`src/hw/rtl/seconds_to_calendar_core_assert.svh`:
```
// Assertion macros shared by the calendar conversion RTL
`ifndef SECONDS_TO_CALENDAR_CORE_ASSERT_SVH
`define SECONDS_TO_CALENDAR_CORE_ASSERT_SVH
`ifndef SYNTH
`define S2C_ASSERT_IMP(name, pre, post) \
	name: assert property (@(posedge clk) disable iff (!arst_n) (pre) |-> (post)) \
		else $error("s2c assertion failed");
`define S2C_ASSERT_NXT(name, pre, post) \
	name: assert property (@(posedge clk) disable iff (!arst_n) (pre) |=> (post)) \
		else $error("s2c assertion failed");
`else
`define S2C_ASSERT_IMP(name, pre, post)
`define S2C_ASSERT_NXT(name, pre, post)
`endif
`endif

```
`src/hw/rtl/s2c_pkg.sv`:
```
// Widths, calendar constants and month tables for the calendar conversion core
package s2c_pkg;
	localparam int SecW   = 37;
	localparam int YearW  = 13;
	localparam int MonthW = 4;
	localparam int DayW   = 5;
	localparam int HourW  = 5;
	localparam int MinW   = 6;
	localparam int WdayW  = 3;
	localparam int DoyW   = 9;
	localparam int CalcW  = 37;
	localparam int QuoW   = 21;
	localparam int StepW  = 5;
	localparam int SodW   = 17;
	localparam int CentW  = 6;
	localparam int KW     = 7;
	localparam int N100W  = 2;
	localparam int N4W    = 5;
	localparam int ZsumW  = 9;
	localparam int ZtermW = 6;

	localparam int StepsDay  = 21;
	localparam int StepsY400 = 4;
	localparam int StepsY100 = 2;
	localparam int StepsY4   = 5;
	localparam int StepsY1   = 2;
	localparam int StepsHour = 5;
	localparam int StepsMin  = 6;
	localparam int StepsZdiv = 6;
	localparam int StepsZmod = 6;

	localparam logic [CalcW-1:0] SecsPerDay  = CalcW'(86400);
	localparam logic [CalcW-1:0] SecsPerHour = CalcW'(3600);
	localparam logic [CalcW-1:0] SecsPerMin  = CalcW'(60);
	localparam logic [CalcW-1:0] DaysPer400  = CalcW'(146097);
	localparam logic [CalcW-1:0] DaysPer100  = CalcW'(36524);
	localparam logic [CalcW-1:0] DaysPer4    = CalcW'(1461);
	localparam logic [CalcW-1:0] DaysPer1    = CalcW'(365);
	localparam logic [CalcW-1:0] YearsPerCent = CalcW'(100);
	localparam logic [CalcW-1:0] DaysPerWeek = CalcW'(7);

	localparam logic [YearW-1:0] Weight400 = YearW'(400);
	localparam logic [YearW-1:0] Weight100 = YearW'(100);
	localparam logic [YearW-1:0] Weight4   = YearW'(4);
	localparam logic [YearW-1:0] Weight1   = YearW'(1);

	localparam logic [MonthW-1:0] MonJan = MonthW'(1);
	localparam logic [MonthW-1:0] MonFeb = MonthW'(2);
	localparam logic [MonthW-1:0] MonMar = MonthW'(3);
	localparam logic [MonthW-1:0] MonDec = MonthW'(12);
	localparam logic [MonthW-1:0] MonthsPerYear = MonthW'(12);

	localparam logic [N100W-1:0] LastCent  = N100W'(3);
	localparam logic [N4W-1:0]   LastQuad  = N4W'(24);
	localparam logic [N100W-1:0] LastYear  = N100W'(3);

	function automatic logic [DayW-1:0] month_len(input logic [MonthW-1:0] m, input logic leap);
		case (m)
			4'd2:                      month_len = leap ? DayW'(29) : DayW'(28);
			4'd4, 4'd6, 4'd9, 4'd11:   month_len = DayW'(30);
			default:                   month_len = DayW'(31);
		endcase
	endfunction

	function automatic logic [DoyW-1:0] cum_days(input logic [MonthW-1:0] m, input logic leap);
		logic [DoyW-1:0] base;
		case (m)
			4'd2:    base = DoyW'(31);
			4'd3:    base = DoyW'(59);
			4'd4:    base = DoyW'(90);
			4'd5:    base = DoyW'(120);
			4'd6:    base = DoyW'(151);
			4'd7:    base = DoyW'(181);
			4'd8:    base = DoyW'(212);
			4'd9:    base = DoyW'(243);
			4'd10:   base = DoyW'(273);
			4'd11:   base = DoyW'(304);
			4'd12:   base = DoyW'(334);
			default: base = '0;
		endcase
		cum_days = base + DoyW'(leap && (m >= MonMar));
	endfunction

	function automatic logic [ZtermW-1:0] zeller_term(input logic [MonthW-1:0] mm);
		case (mm)
			4'd3:    zeller_term = ZtermW'(10);
			4'd4:    zeller_term = ZtermW'(13);
			4'd5:    zeller_term = ZtermW'(15);
			4'd6:    zeller_term = ZtermW'(18);
			4'd7:    zeller_term = ZtermW'(20);
			4'd8:    zeller_term = ZtermW'(23);
			4'd9:    zeller_term = ZtermW'(26);
			4'd10:   zeller_term = ZtermW'(28);
			4'd11:   zeller_term = ZtermW'(31);
			4'd12:   zeller_term = ZtermW'(33);
			4'd13:   zeller_term = ZtermW'(36);
			4'd14:   zeller_term = ZtermW'(39);
			default: zeller_term = '0;
		endcase
	endfunction
endpackage

```
`src/hw/rtl/seconds_to_calendar_core.sv`:
```
// Seconds-since-year-one to Gregorian calendar conversion core.
// done rises once the month walk and the Zeller weekday steps are through; the result beat
// is shown in that done cycle.
// New input is taken only in idle; one compare-subtract unit does every division and walk.
// Reset: arst_n low clears the sequencer to idle at once; result registers are not cleared.
// Results are shown for the single done cycle and cannot be stalled.
`include "seconds_to_calendar_core_assert.svh"
module seconds_to_calendar_core (
	input  logic                       clk,
	input  logic                       arst_n,
	input  logic                       start,
	output logic                       busy,
	output logic                       done,
	input  logic [s2c_pkg::SecW-1:0]   total_seconds,
	output logic [s2c_pkg::YearW-1:0]  year_out,
	output logic [s2c_pkg::MonthW-1:0] month_out,
	output logic [s2c_pkg::DayW-1:0]   day_out,
	output logic [s2c_pkg::HourW-1:0]  hour_out,
	output logic [s2c_pkg::MinW-1:0]   minute_out,
	output logic [s2c_pkg::MinW-1:0]   second_out,
	output logic [s2c_pkg::WdayW-1:0]  weekday_out,
	output logic [s2c_pkg::DoyW-1:0]   day_of_year,
	output logic                       day_valid
);
	import s2c_pkg::*;

	typedef enum logic [12:0] {
		S_IDLE  = 13'b0000000000001,
		S_DAY   = 13'b0000000000010,
		S_Y400  = 13'b0000000000100,
		S_Y100  = 13'b0000000001000,
		S_Y4    = 13'b0000000010000,
		S_Y1    = 13'b0000000100000,
		S_HOUR  = 13'b0000001000000,
		S_MIN   = 13'b0000010000000,
		S_MONTH = 13'b0000100000000,
		S_ZDIV  = 13'b0001000000000,
		S_ZSUM  = 13'b0010000000000,
		S_ZMOD  = 13'b0100000000000,
		S_DONE  = 13'b1000000000000
	} state_t;

	state_t              state_q;
	logic [StepW-1:0]    step_q;
	logic [CalcW-1:0]    rem_q;
	logic [QuoW-1:0]     quo_q;
	logic [SodW-1:0]     sod_q;
	logic [YearW-1:0]    year_q;
	logic [N100W-1:0]    n100_q;
	logic [N4W-1:0]      n4_q;
	logic [DoyW-1:0]     days_q;
	logic                leap_q;
	logic [HourW-1:0]    hour_q;
	logic [MinW-1:0]     minute_q;
	logic [MinW-1:0]     second_q;
	logic [MonthW-1:0]   month_q;
	logic [DayW-1:0]     dom_q;
	logic [MonthW-1:0]   mm_q;
	logic [CentW-1:0]    j_q;
	logic [KW-1:0]       k_q;
	logic [WdayW-1:0]    weekday_q;

	logic [CalcW-1:0]    div_base;
	logic [CalcW-1:0]    divisor;
	logic [CalcW-1:0]    diff;
	logic                ge;
	logic [CalcW-1:0]    rem_nx;
	logic [QuoW-1:0]     quo_nx;
	logic [YearW-1:0]    yr_weight;
	logic [YearW-1:0]    yr_inc;
	logic                month_adv;
	logic                early_month;
	logic [YearW-1:0]    zyear;
	logic [ZsumW-1:0]    j5;
	logic [ZsumW-1:0]    zsum;

	always_comb begin
		case (state_q)
			S_DAY:   div_base = SecsPerDay;
			S_Y400:  div_base = DaysPer400;
			S_Y100:  div_base = DaysPer100;
			S_Y4:    div_base = DaysPer4;
			S_Y1:    div_base = DaysPer1;
			S_HOUR:  div_base = SecsPerHour;
			S_MIN:   div_base = SecsPerMin;
			S_MONTH: div_base = CalcW'(month_len(month_q, leap_q));
			S_ZDIV:  div_base = YearsPerCent;
			S_ZMOD:  div_base = DaysPerWeek;
			default: div_base = '0;
		endcase
	end

	always_comb begin
		case (state_q)
			S_Y400:  yr_weight = Weight400;
			S_Y100:  yr_weight = Weight100;
			S_Y4:    yr_weight = Weight4;
			S_Y1:    yr_weight = Weight1;
			default: yr_weight = '0;
		endcase
	end

	assign divisor = div_base << step_q;
	assign yr_inc  = yr_weight << step_q;

	s2c_cmp_sub u_cmp_sub (
		.a    (rem_q),
		.b    (divisor),
		.diff (diff),
		.ge   (ge)
	);

	assign rem_nx      = ge ? diff : rem_q;
	assign quo_nx      = {quo_q[QuoW-2:0], ge};
	assign month_adv   = (month_q != MonDec) && ge && (diff != '0);
	assign early_month = (month_q <= MonFeb);
	assign zyear       = early_month ? (year_q - Weight1) : year_q;
	assign j5          = {1'b0, j_q, 2'b00} + ZsumW'(j_q);
	assign zsum        = ZsumW'(dom_q) + ZsumW'(zeller_term(mm_q)) + ZsumW'(k_q)
			+ ZsumW'(k_q[KW-1:2]) + ZsumW'(j_q[CentW-1:2]) + j5;

	always_ff @(posedge clk or negedge arst_n) begin
		if (!arst_n) begin
			state_q <= S_IDLE;
			step_q  <= '0;
		end else begin
			case (state_q)
				S_IDLE: begin
					if (start) begin
						state_q <= S_DAY;
						step_q  <= StepW'(StepsDay - 1);
					end
				end
				S_DAY: begin
					if (step_q != '0) step_q <= step_q - 1'b1;
					else begin
						state_q <= S_Y400;
						step_q  <= StepW'(StepsY400 - 1);
					end
				end
				S_Y400: begin
					if (step_q != '0) step_q <= step_q - 1'b1;
					else begin
						state_q <= S_Y100;
						step_q  <= StepW'(StepsY100 - 1);
					end
				end
				S_Y100: begin
					if (step_q != '0) step_q <= step_q - 1'b1;
					else begin
						state_q <= S_Y4;
						step_q  <= StepW'(StepsY4 - 1);
					end
				end
				S_Y4: begin
					if (step_q != '0) step_q <= step_q - 1'b1;
					else begin
						state_q <= S_Y1;
						step_q  <= StepW'(StepsY1 - 1);
					end
				end
				S_Y1: begin
					if (step_q != '0) step_q <= step_q - 1'b1;
					else begin
						state_q <= S_HOUR;
						step_q  <= StepW'(StepsHour - 1);
					end
				end
				S_HOUR: begin
					if (step_q != '0) step_q <= step_q - 1'b1;
					else begin
						state_q <= S_MIN;
						step_q  <= StepW'(StepsMin - 1);
					end
				end
				S_MIN: begin
					if (step_q != '0) step_q <= step_q - 1'b1;
					else begin
						state_q <= S_MONTH;
						step_q  <= '0;
					end
				end
				S_MONTH: begin
					if (!month_adv) begin
						state_q <= S_ZDIV;
						step_q  <= StepW'(StepsZdiv - 1);
					end
				end
				S_ZDIV: begin
					if (step_q != '0) step_q <= step_q - 1'b1;
					else begin
						state_q <= S_ZSUM;
						step_q  <= '0;
					end
				end
				S_ZSUM: begin
					state_q <= S_ZMOD;
					step_q  <= StepW'(StepsZmod - 1);
				end
				S_ZMOD: begin
					if (step_q != '0) step_q <= step_q - 1'b1;
					else begin
						state_q <= S_DONE;
						step_q  <= '0;
					end
				end
				S_DONE: begin
					state_q <= S_IDLE;
				end
				default: begin
					state_q <= S_IDLE;
					step_q  <= '0;
				end
			endcase
		end
	end

	always_ff @(posedge clk) begin
		case (state_q)
			S_IDLE: begin
				if (start) rem_q <= CalcW'(total_seconds);
			end
			S_DAY: begin
				quo_q <= quo_nx;
				if (step_q == '0) begin
					rem_q  <= CalcW'(quo_nx);
					sod_q  <= rem_nx[SodW-1:0];
					year_q <= Weight1;
				end else begin
					rem_q <= rem_nx;
				end
			end
			S_Y400: begin
				quo_q <= quo_nx;
				rem_q <= rem_nx;
				if (ge) year_q <= year_q + yr_inc;
			end
			S_Y100: begin
				quo_q <= quo_nx;
				rem_q <= rem_nx;
				if (ge) year_q <= year_q + yr_inc;
				if (step_q == '0) n100_q <= quo_nx[N100W-1:0];
			end
			S_Y4: begin
				quo_q <= quo_nx;
				rem_q <= rem_nx;
				if (ge) year_q <= year_q + yr_inc;
				if (step_q == '0) n4_q <= quo_nx[N4W-1:0];
			end
			S_Y1: begin
				quo_q <= quo_nx;
				if (ge) year_q <= year_q + yr_inc;
				if (step_q == '0) begin
					days_q <= rem_nx[DoyW-1:0];
					leap_q <= (quo_nx[N100W-1:0] == LastYear)
							&& ((n4_q != LastQuad) || (n100_q == LastCent));
					rem_q  <= CalcW'(sod_q);
				end else begin
					rem_q <= rem_nx;
				end
			end
			S_HOUR: begin
				quo_q <= quo_nx;
				rem_q <= rem_nx;
				if (step_q == '0) hour_q <= quo_nx[HourW-1:0];
			end
			S_MIN: begin
				quo_q <= quo_nx;
				if (step_q == '0) begin
					minute_q <= quo_nx[MinW-1:0];
					second_q <= rem_nx[MinW-1:0];
					rem_q    <= CalcW'(days_q);
					month_q  <= MonJan;
				end else begin
					rem_q <= rem_nx;
				end
			end
			S_MONTH: begin
				if (month_adv) begin
					rem_q   <= diff;
					month_q <= month_q + 1'b1;
				end else begin
					dom_q <= rem_q[DayW-1:0];
					rem_q <= CalcW'(zyear);
					mm_q  <= early_month ? (month_q + MonthsPerYear) : month_q;
				end
			end
			S_ZDIV: begin
				quo_q <= quo_nx;
				rem_q <= rem_nx;
				if (step_q == '0) begin
					j_q <= quo_nx[CentW-1:0];
					k_q <= rem_nx[KW-1:0];
				end
			end
			S_ZSUM: begin
				rem_q <= CalcW'(zsum);
			end
			S_ZMOD: begin
				quo_q <= quo_nx;
				rem_q <= rem_nx;
				if (step_q == '0) weekday_q <= rem_nx[WdayW-1:0];
			end
			default: begin
				rem_q <= rem_q;
			end
		endcase
	end

	assign busy        = (state_q != S_IDLE);
	assign done        = (state_q == S_DONE);
	assign year_out    = year_q;
	assign month_out   = month_q;
	assign day_out     = dom_q;
	assign hour_out    = hour_q;
	assign minute_out  = minute_q;
	assign second_out  = second_q;
	assign weekday_out = weekday_q;
	assign day_of_year = cum_days(month_q, leap_q) + DoyW'(dom_q);
	assign day_valid   = (dom_q != '0);

	`S2C_ASSERT_NXT(a_accept_runs, start && !busy, busy && !done)
	`S2C_ASSERT_NXT(a_done_returns_idle, done, !busy && !done)
	`S2C_ASSERT_IMP(a_time_in_range, done, (hour_out <= 5'd23) && (minute_out <= 6'd59) && (second_out <= 6'd59))
	`S2C_ASSERT_IMP(a_date_in_range, done, (month_out >= MonJan) && (month_out <= MonDec) && (weekday_out <= 3'd6))
	`S2C_ASSERT_IMP(a_year_nonzero, done, (year_out != '0) && (day_of_year <= 9'd366))
endmodule

```
`src/hw/rtl/s2c_cmp_sub.sv`:
```
// Shared compare-and-subtract unit used for every division and walk step
module s2c_cmp_sub (
	input  logic [s2c_pkg::CalcW-1:0] a,
	input  logic [s2c_pkg::CalcW-1:0] b,
	output logic [s2c_pkg::CalcW-1:0] diff,
	output logic                      ge
);
	import s2c_pkg::*;

	logic borrow;

	assign {borrow, diff} = {1'b0, a} - {1'b0, b};
	assign ge = !borrow;
endmodule

```
`config.mk`:
```
export PLATFORM = sky130hd
export DESIGN_NAME = seconds_to_calendar_core
export DESIGN_NICKNAME = d
export VERILOG_FILES = /design/src/hw/rtl/s2c_pkg.sv /design/src/hw/rtl/seconds_to_calendar_core.sv /design/src/hw/rtl/s2c_cmp_sub.sv
export VERILOG_INCLUDE_DIRS = /design/src /design/src/hw/rtl
export SDC_FILE = /design/constraint.sdc
export NUM_CORES = 1
export LEC_CHECK = 0
export ABC_CLOCK_PERIOD_IN_PS = 17550
export BUFFER_PORTS_ARGS = -buffer_cell sky130_fd_sc_hd__buf_2
export CAP_MARGIN = 20
export CORE_ASPECT_RATIO = 1.2
export CORE_MARGIN = 2
export CORE_UTILIZATION = 50
export CTS_CLUSTER_DIAMETER = 80
export DETAILED_ROUTE_END_ITERATION = 6
export PLACE_DENSITY = 0.74
export SLEW_MARGIN = 0
export SYNTH_ARGS = -nofsm -noshare
export SYNTH_HDL_FRONTEND = slang
export SYNTH_HIERARCHICAL = 1
export SYNTH_SLANG_ARGS = --single-unit
```
`constraint.sdc`:
```
create_clock -name clk -period 17.55 [get_ports clk]
set_input_delay 4.3875 -clock clk [delete_from_list [all_inputs] [get_ports clk]]
set_output_delay 4.3875 -clock clk [all_outputs]
set_load 0.1 [all_outputs]
```
== Word-level counts from Yosys, hierarchy flattened ==
Memory sizes are Yosys's and may differ from the RTL's. A register that Yosys moved wholly into a read port is not among the register bits.
Cells that the tools add are included.

* Bits in registers: 168
* Memory bits (read-only): 240
* Memories: 2

* Add/subtract/negate cells: 14
* Order comparisons: 2
* Equality and inequality tests: 38
* Shift-type cells: 2
* Multiplexer cells: 41
* Bitwise operators: 2
* Reductions and logical operators: 34

{| class="wikitable"
|+ Memories
! name !! depth !! bits a word !! read ports !! clocked after Yosys merged registers in !! write ports !! line !! RTL
|-
| (no name shown) || 16 || 9 || 1 || 1 || 0 || s2c_pkg.sv:67 || <nowiki>case (m)</nowiki>
|-
| (no name shown) || 16 || 6 || 1 || 1 || 0 || s2c_pkg.sv:85 || <nowiki>case (mm)</nowiki>
|}

{| class="wikitable"
|+ Operators with widths
! operator !! number
|-
| 37-bit one-hot mux with 7 select lines || 1
|-
| 37-bit two-way mux || 6
|-
| 13-bit two-way mux || 14
|-
| 18-bit one-hot mux with 10 select lines || 1
|-
| 13-bit one-hot mux with 12 select lines || 1
|-
| 5-bit one-hot mux with 9 select lines || 1
|-
| 37-bit by 37-bit subtractor with 38-bit output || 1
|-
| 37-bit nonzero test || 1
|-
| 37-bit by 5-bit left shift with 37-bit output || 1
|-
| 9-bit one-hot mux with 4 select lines || 1
|-
| 5-bit two-way mux || 7
|-
| 2-bit inequality test, second input constant || 15
|-
| 13-bit one-hot mux with 2 select lines || 1
|-
| 4-bit two-way mux || 5
|-
| 2-bit AND reduction || 10
|-
| 13-bit adder || 1
|-
| 13-bit by 1-bit == test with 1-bit output, second input constant || 1
|-
| 13-bit by 10-bit == test with 1-bit output, second input constant || 1
|-
| 13-bit by 11-bit == test with 1-bit output, second input constant || 1
|-
| 13-bit by 12-bit == test with 1-bit output, second input constant || 1
|-
| 13-bit == test, second input constant || 1
|-
| 13-bit by 2-bit == test with 1-bit output, second input constant || 1
|-
| 13-bit by 3-bit == test with 1-bit output, second input constant || 1
|-
| 13-bit by 4-bit == test with 1-bit output, second input constant || 1
|-
| other kinds (45) || 58
|}

== Longest topological paths before layout ==
* Depth after elaboration: 12
* Mapped depth: 34

== By module ==
The synthesis kept the hierarchy.

{| class="wikitable"
|+ By module, submodules not included
! module !! times used !! cells an instance !! area an instance (um^2)
|-
| seconds_to_calendar_core || 1 || 1,245 || 12,390.6
|-
| s2c_cmp_sub || 1 || 365 || 2,333.5
|}

== Worst setup path before layout ==
Ideal clock, no wire load.

* Path kind: flip-flop to output port
* From: register month_q[2] (netlist: month_out[2])
* To: output port day_of_year[8] (netlist bit)
* Arrival: 4,445 ps
* Data required time: 13,162 ps
* Setup slack: 8,717 ps
* Stages on the path, launching flop included: 14
* Path through: edfxtp_1 -> clkbuf_1 -> inv_1 -> ha_1 -> inv_1 -> o21ai_0 -> fa_1 -> inv_1 -> fa_1 -> a21o_1 -> a21oi_1 -> nor2b_1 -> o2111ai_1 -> xnor2_1

* Word-level cells in the longest chain between the ends: 4

{| class="wikitable"
|+ Ends and longest elaborated chain
! what !! line !! RTL
|-
| from (decl) || seconds_to_calendar_core.sv:56 || <nowiki>logic [MonthW-1:0] month_q;</nowiki>
|-
| from (signal assigned) || seconds_to_calendar_core.sv:273 || <nowiki>month_q <= MonJan;</nowiki>
|-
| from (signal assigned) || seconds_to_calendar_core.sv:281 || <nowiki>month_q <= month_q + 1'b1;</nowiki>
|-
| 4-bit by 2-bit >= comparator with 1-bit output || s2c_pkg.sv:81 || <nowiki>cum_days = base + DoyW'(leap && (m >= MonMar));</nowiki>
|-
| 1-bit logical AND || s2c_pkg.sv:81 ||
|-
| 9-bit by 1-bit adder with 9-bit output || s2c_pkg.sv:81 ||
|-
| 9-bit by 5-bit adder with 9-bit output || seconds_to_calendar_core.sv:319 || <nowiki>assign day_of_year = cum_days(month_q, leap_q) + DoyW'(dom_q);</nowiki>
|-
| to (decl) || seconds_to_calendar_core.sv:22 || <nowiki>output logic [s2c_pkg::DoyW-1:0] day_of_year,</nowiki>
|}

No other way between the ends.

==> impl_metrics.tcl <==
set metrics [dict create \
    grt_use_met2_pct 52.4 \
    htree_levels 4 \
    die_area_um2 30800 \
    syn_avg_cell_area_um2 9.15 \
    timing.rr.start "state_q[4]$_DFFE_PN0P_" \
    drc 0 \
    critPathCaptureType "register" \
    first_iter_violations 1296 \
    layout.nets 1803 \
    use_met1_pct 37.8 \
    crit_path_start_kind "register" \
    crit_path_top_delay_cell "or4_1" \
    hold_viol_final 0 \
    via_per_inst 6.35 \
    cap_violations 0 \
    track_usage_pct 30.2 \
    rr_worst_depth 29 \
    slowest_delay_ns 1.07 \
    vdd_ir_drop_max_mv 0.101 \
    crit_fanout 16 \
    io_buffers 93 \
    max_freq_ghz 0.111 \
    setup-tns-final_ns 0 \
    layout_commonest_cell "nand2_1" \
    clkTransAtPathRegs_ns 0.08 \
    synth_edf_count 150 \
    synth-main-ff-cell "edfxtp_1" \
    grt_max_degree 43 \
    die_w_um 161 \
    crit_start "state_q[4]$_DFFE_PN0P_" \
    power-per-cell-area_nw_per_um2 188 \
    n_antenna_cell 0 \
    netlist_instances 1610 \
    ys_seq_area_share_pct 35.7 \
    die_h_um 192 \
    fillers 2611 \
    cts_tree "built" \
    relSlewSlack_pct 24.0 \
    yosysUniqueCellTypes 103 \
    cts_hold_buf 0 \
    cp.arrival_ns 9.39 \
    clk-insertion-delay-late_ns 0.46 \
    cts_resized 0 \
    grt_pass1_wl_um 71900 \
    drt-pass1-iter-count 5 \
    place.detailed.hpwl_um 34800 \
    ys_ff_latch 183 \
    ys_warn_count 6 \
    wl_um 45900 \
    area_growth_pct 8.56 \
    synthArstFlopShare_pct 9.84 \
    clock-sinks 183 \
    skew_ns 0.0113 \
    wl_per_cell_um 22.5 \
    overflow 0 \
    synthesis.nets 1768 \
    rows 68 \
    core_um2 28800 \
    grt_setup_unrepaired "no" \
    vias 13000 \
    grt_pass1_vias 12600 \
    status "completed" \
    hold_class "reg2reg" \
    root_buffer "clkbuf_16" \
    grt_antenna_before_repair 0 \
    r2r_slack_ns 8.54 \
    clk_path_buf_depth 2 \
    finalCritPeriodShare_pct 51.3 \
    gr-usage-met3_pct 3.91 \
    slew_violations 0 \
    tightest_slew_ns 1.14 \
    top_usage_layer "met2" \
    place_congestion 1.00 \
    syn_area_um2 14700 \
    final_layout_size_suffix_gt1_share_pct 13.9 \
    crit_type "reg2reg" \
    start_util_pct 51.0 \
    total_power_mw 3.01 \
    setup_violations 0 \
    final_cell_mix "nand2_1, edfxtp_1, nor2_1, inv_1, a21oi_1" \
    finalCriticalPeriod_ns 9.01 \
    leakage_nw 6.20 \
    num_io_pins 94 \
    post_cts_buffers 0 \
    required_ns 17.93 \
    drtAntennaViolNets 0 \
    cts_buffers 17 \
]
==> cell type report <==
cell class | instances | area (um2) | share of cell area (%)
inverter | 118 | 443 | 2.77
timing repair buffer | 113 | 616 | 3.85
sequential | 183 | 5260 | 32.9
clock inverter | 15 | 164 | 1.03
tap | 385 | 482 | 3.01
multi-input combinational | 1212 | 8600 | 53.8
clock buffer | 17 | 425 | 2.66
==> state kept, by name (all words and copies together) (netlist names), 6 cells and up, named ones only <==
register    cells
rem_q          37
quo_q          20
sod_q          17
state_q        13
year_out       13
days_q          9
k_q             7
j_q             6
minute_out      6
second_out      6
==> report_power, final <==
part	total [mW]	switching, mW	internal (mW)
combinational	1.88	1.26	0.619
clock	0.395	0.193	0.202
sequential	0.733	0.0769	0.656
total	3.01	1.53	1.48
==> metal layers <==
layer | vias to the layer above | wire length, um
met3 | 132 | 3010
met5 | - | 0
met2 | 597 | 22600
met1 | 6264 | 18500
li1 | 5978 | -
met4 | 0 | 1860
==> cell families (layout without fill, tap and decap cells) <==
family / Yosys count / in the layout / share of synthesized area [%]
fa+ha+maj: 118 / 118 / 11.5
buf+inv: 215 / 263 / 6.00
simple gates: 543 / 543 / 18.8
compound gates: 426 / 426 / 19.5
xor+xnor: 75 / 75 / 4.46
flops: 183 / 183 / 35.7
mux: 50 / 50 / 3.97
==> Yosys cell counts, types with 24 or more instances <==
master	count	share of area, %
a22oi_1	27	1.4
inv_1	112	2.9
nor3_1	42	1.4
clkbuf_1	62	1.6
fa_1	29	3.9
buf_2	24	0.82
nor4_1	30	1.3
ha_1	89	7.6
nand3_1	31	1.1
a21o_1	24	1.2
nor2_1	143	3.6
xnor2_1	46	2.7
edfxtp_1	150	31
a21oi_1	110	3.7
mux2_2	26	2.0
nand2_1	159	4.1
xor2_1	29	1.7
o21ai_0	78	2.7
==> worst max-delay path, delay by kind of cell, from the launching register on <==
family | cells | cell delay [ns]
buffers and inverters | 3 | 0.49
AO/OA/AOI/OAI | 8 | 1.82
AND/OR/NAND/NOR | 14 | 4.48
adder cells (fa/ha/maj) | 3 | 1.01
flip-flops | 1 | 0.59
multiplexers | 1 | 0.54
==> worst min path at each step <==
stage | cells after the start | slack [ns] | end | from
final | 0 | 0.46 | quo_q[10]$_DFFE_PP_ | quo_q[9]$_DFFE_PP_
after global routing | 0 | 0.48 | quo_q[17]$_DFFE_PP_ | quo_q[16]$_DFFE_PP_
after CTS | 0 | 0.46 | quo_q[10]$_DFFE_PP_ | quo_q[9]$_DFFE_PP_
after detailed placement | 0 | 0.44 | quo_q[18]$_DFFE_PP_ | quo_q[17]$_DFFE_PP_
after global placement | 0 | 0.44 | quo_q[7]$_DFFE_PP_ | quo_q[6]$_DFFE_PP_
after floorplan | 0 | 0.43 | quo_q[7]$_DFFE_PP_ | quo_q[6]$_DFFE_PP_
==> through the flow <==
stage | cells | hold slack [ns] | setup WS [ns] | utilization, % | cell area, um2
after floorplan | 1610 | 0.426 | 8.72 | - | 14700
after global placement | 2011 | 0.437 | 8.87 | 53.4 | 15400
after detailed placement | 2011 | 0.445 | 8.75 | 53.4 | 15400
after CTS | 2043 | 0.463 | 8.68 | 55.4 | 16000
after global routing | 2043 | 0.480 | 7.80 | 55.4 | 16000
final | 2043 | 0.460 | 8.54 | 55.4 | 16000
(Power assumes the default switching activity.)
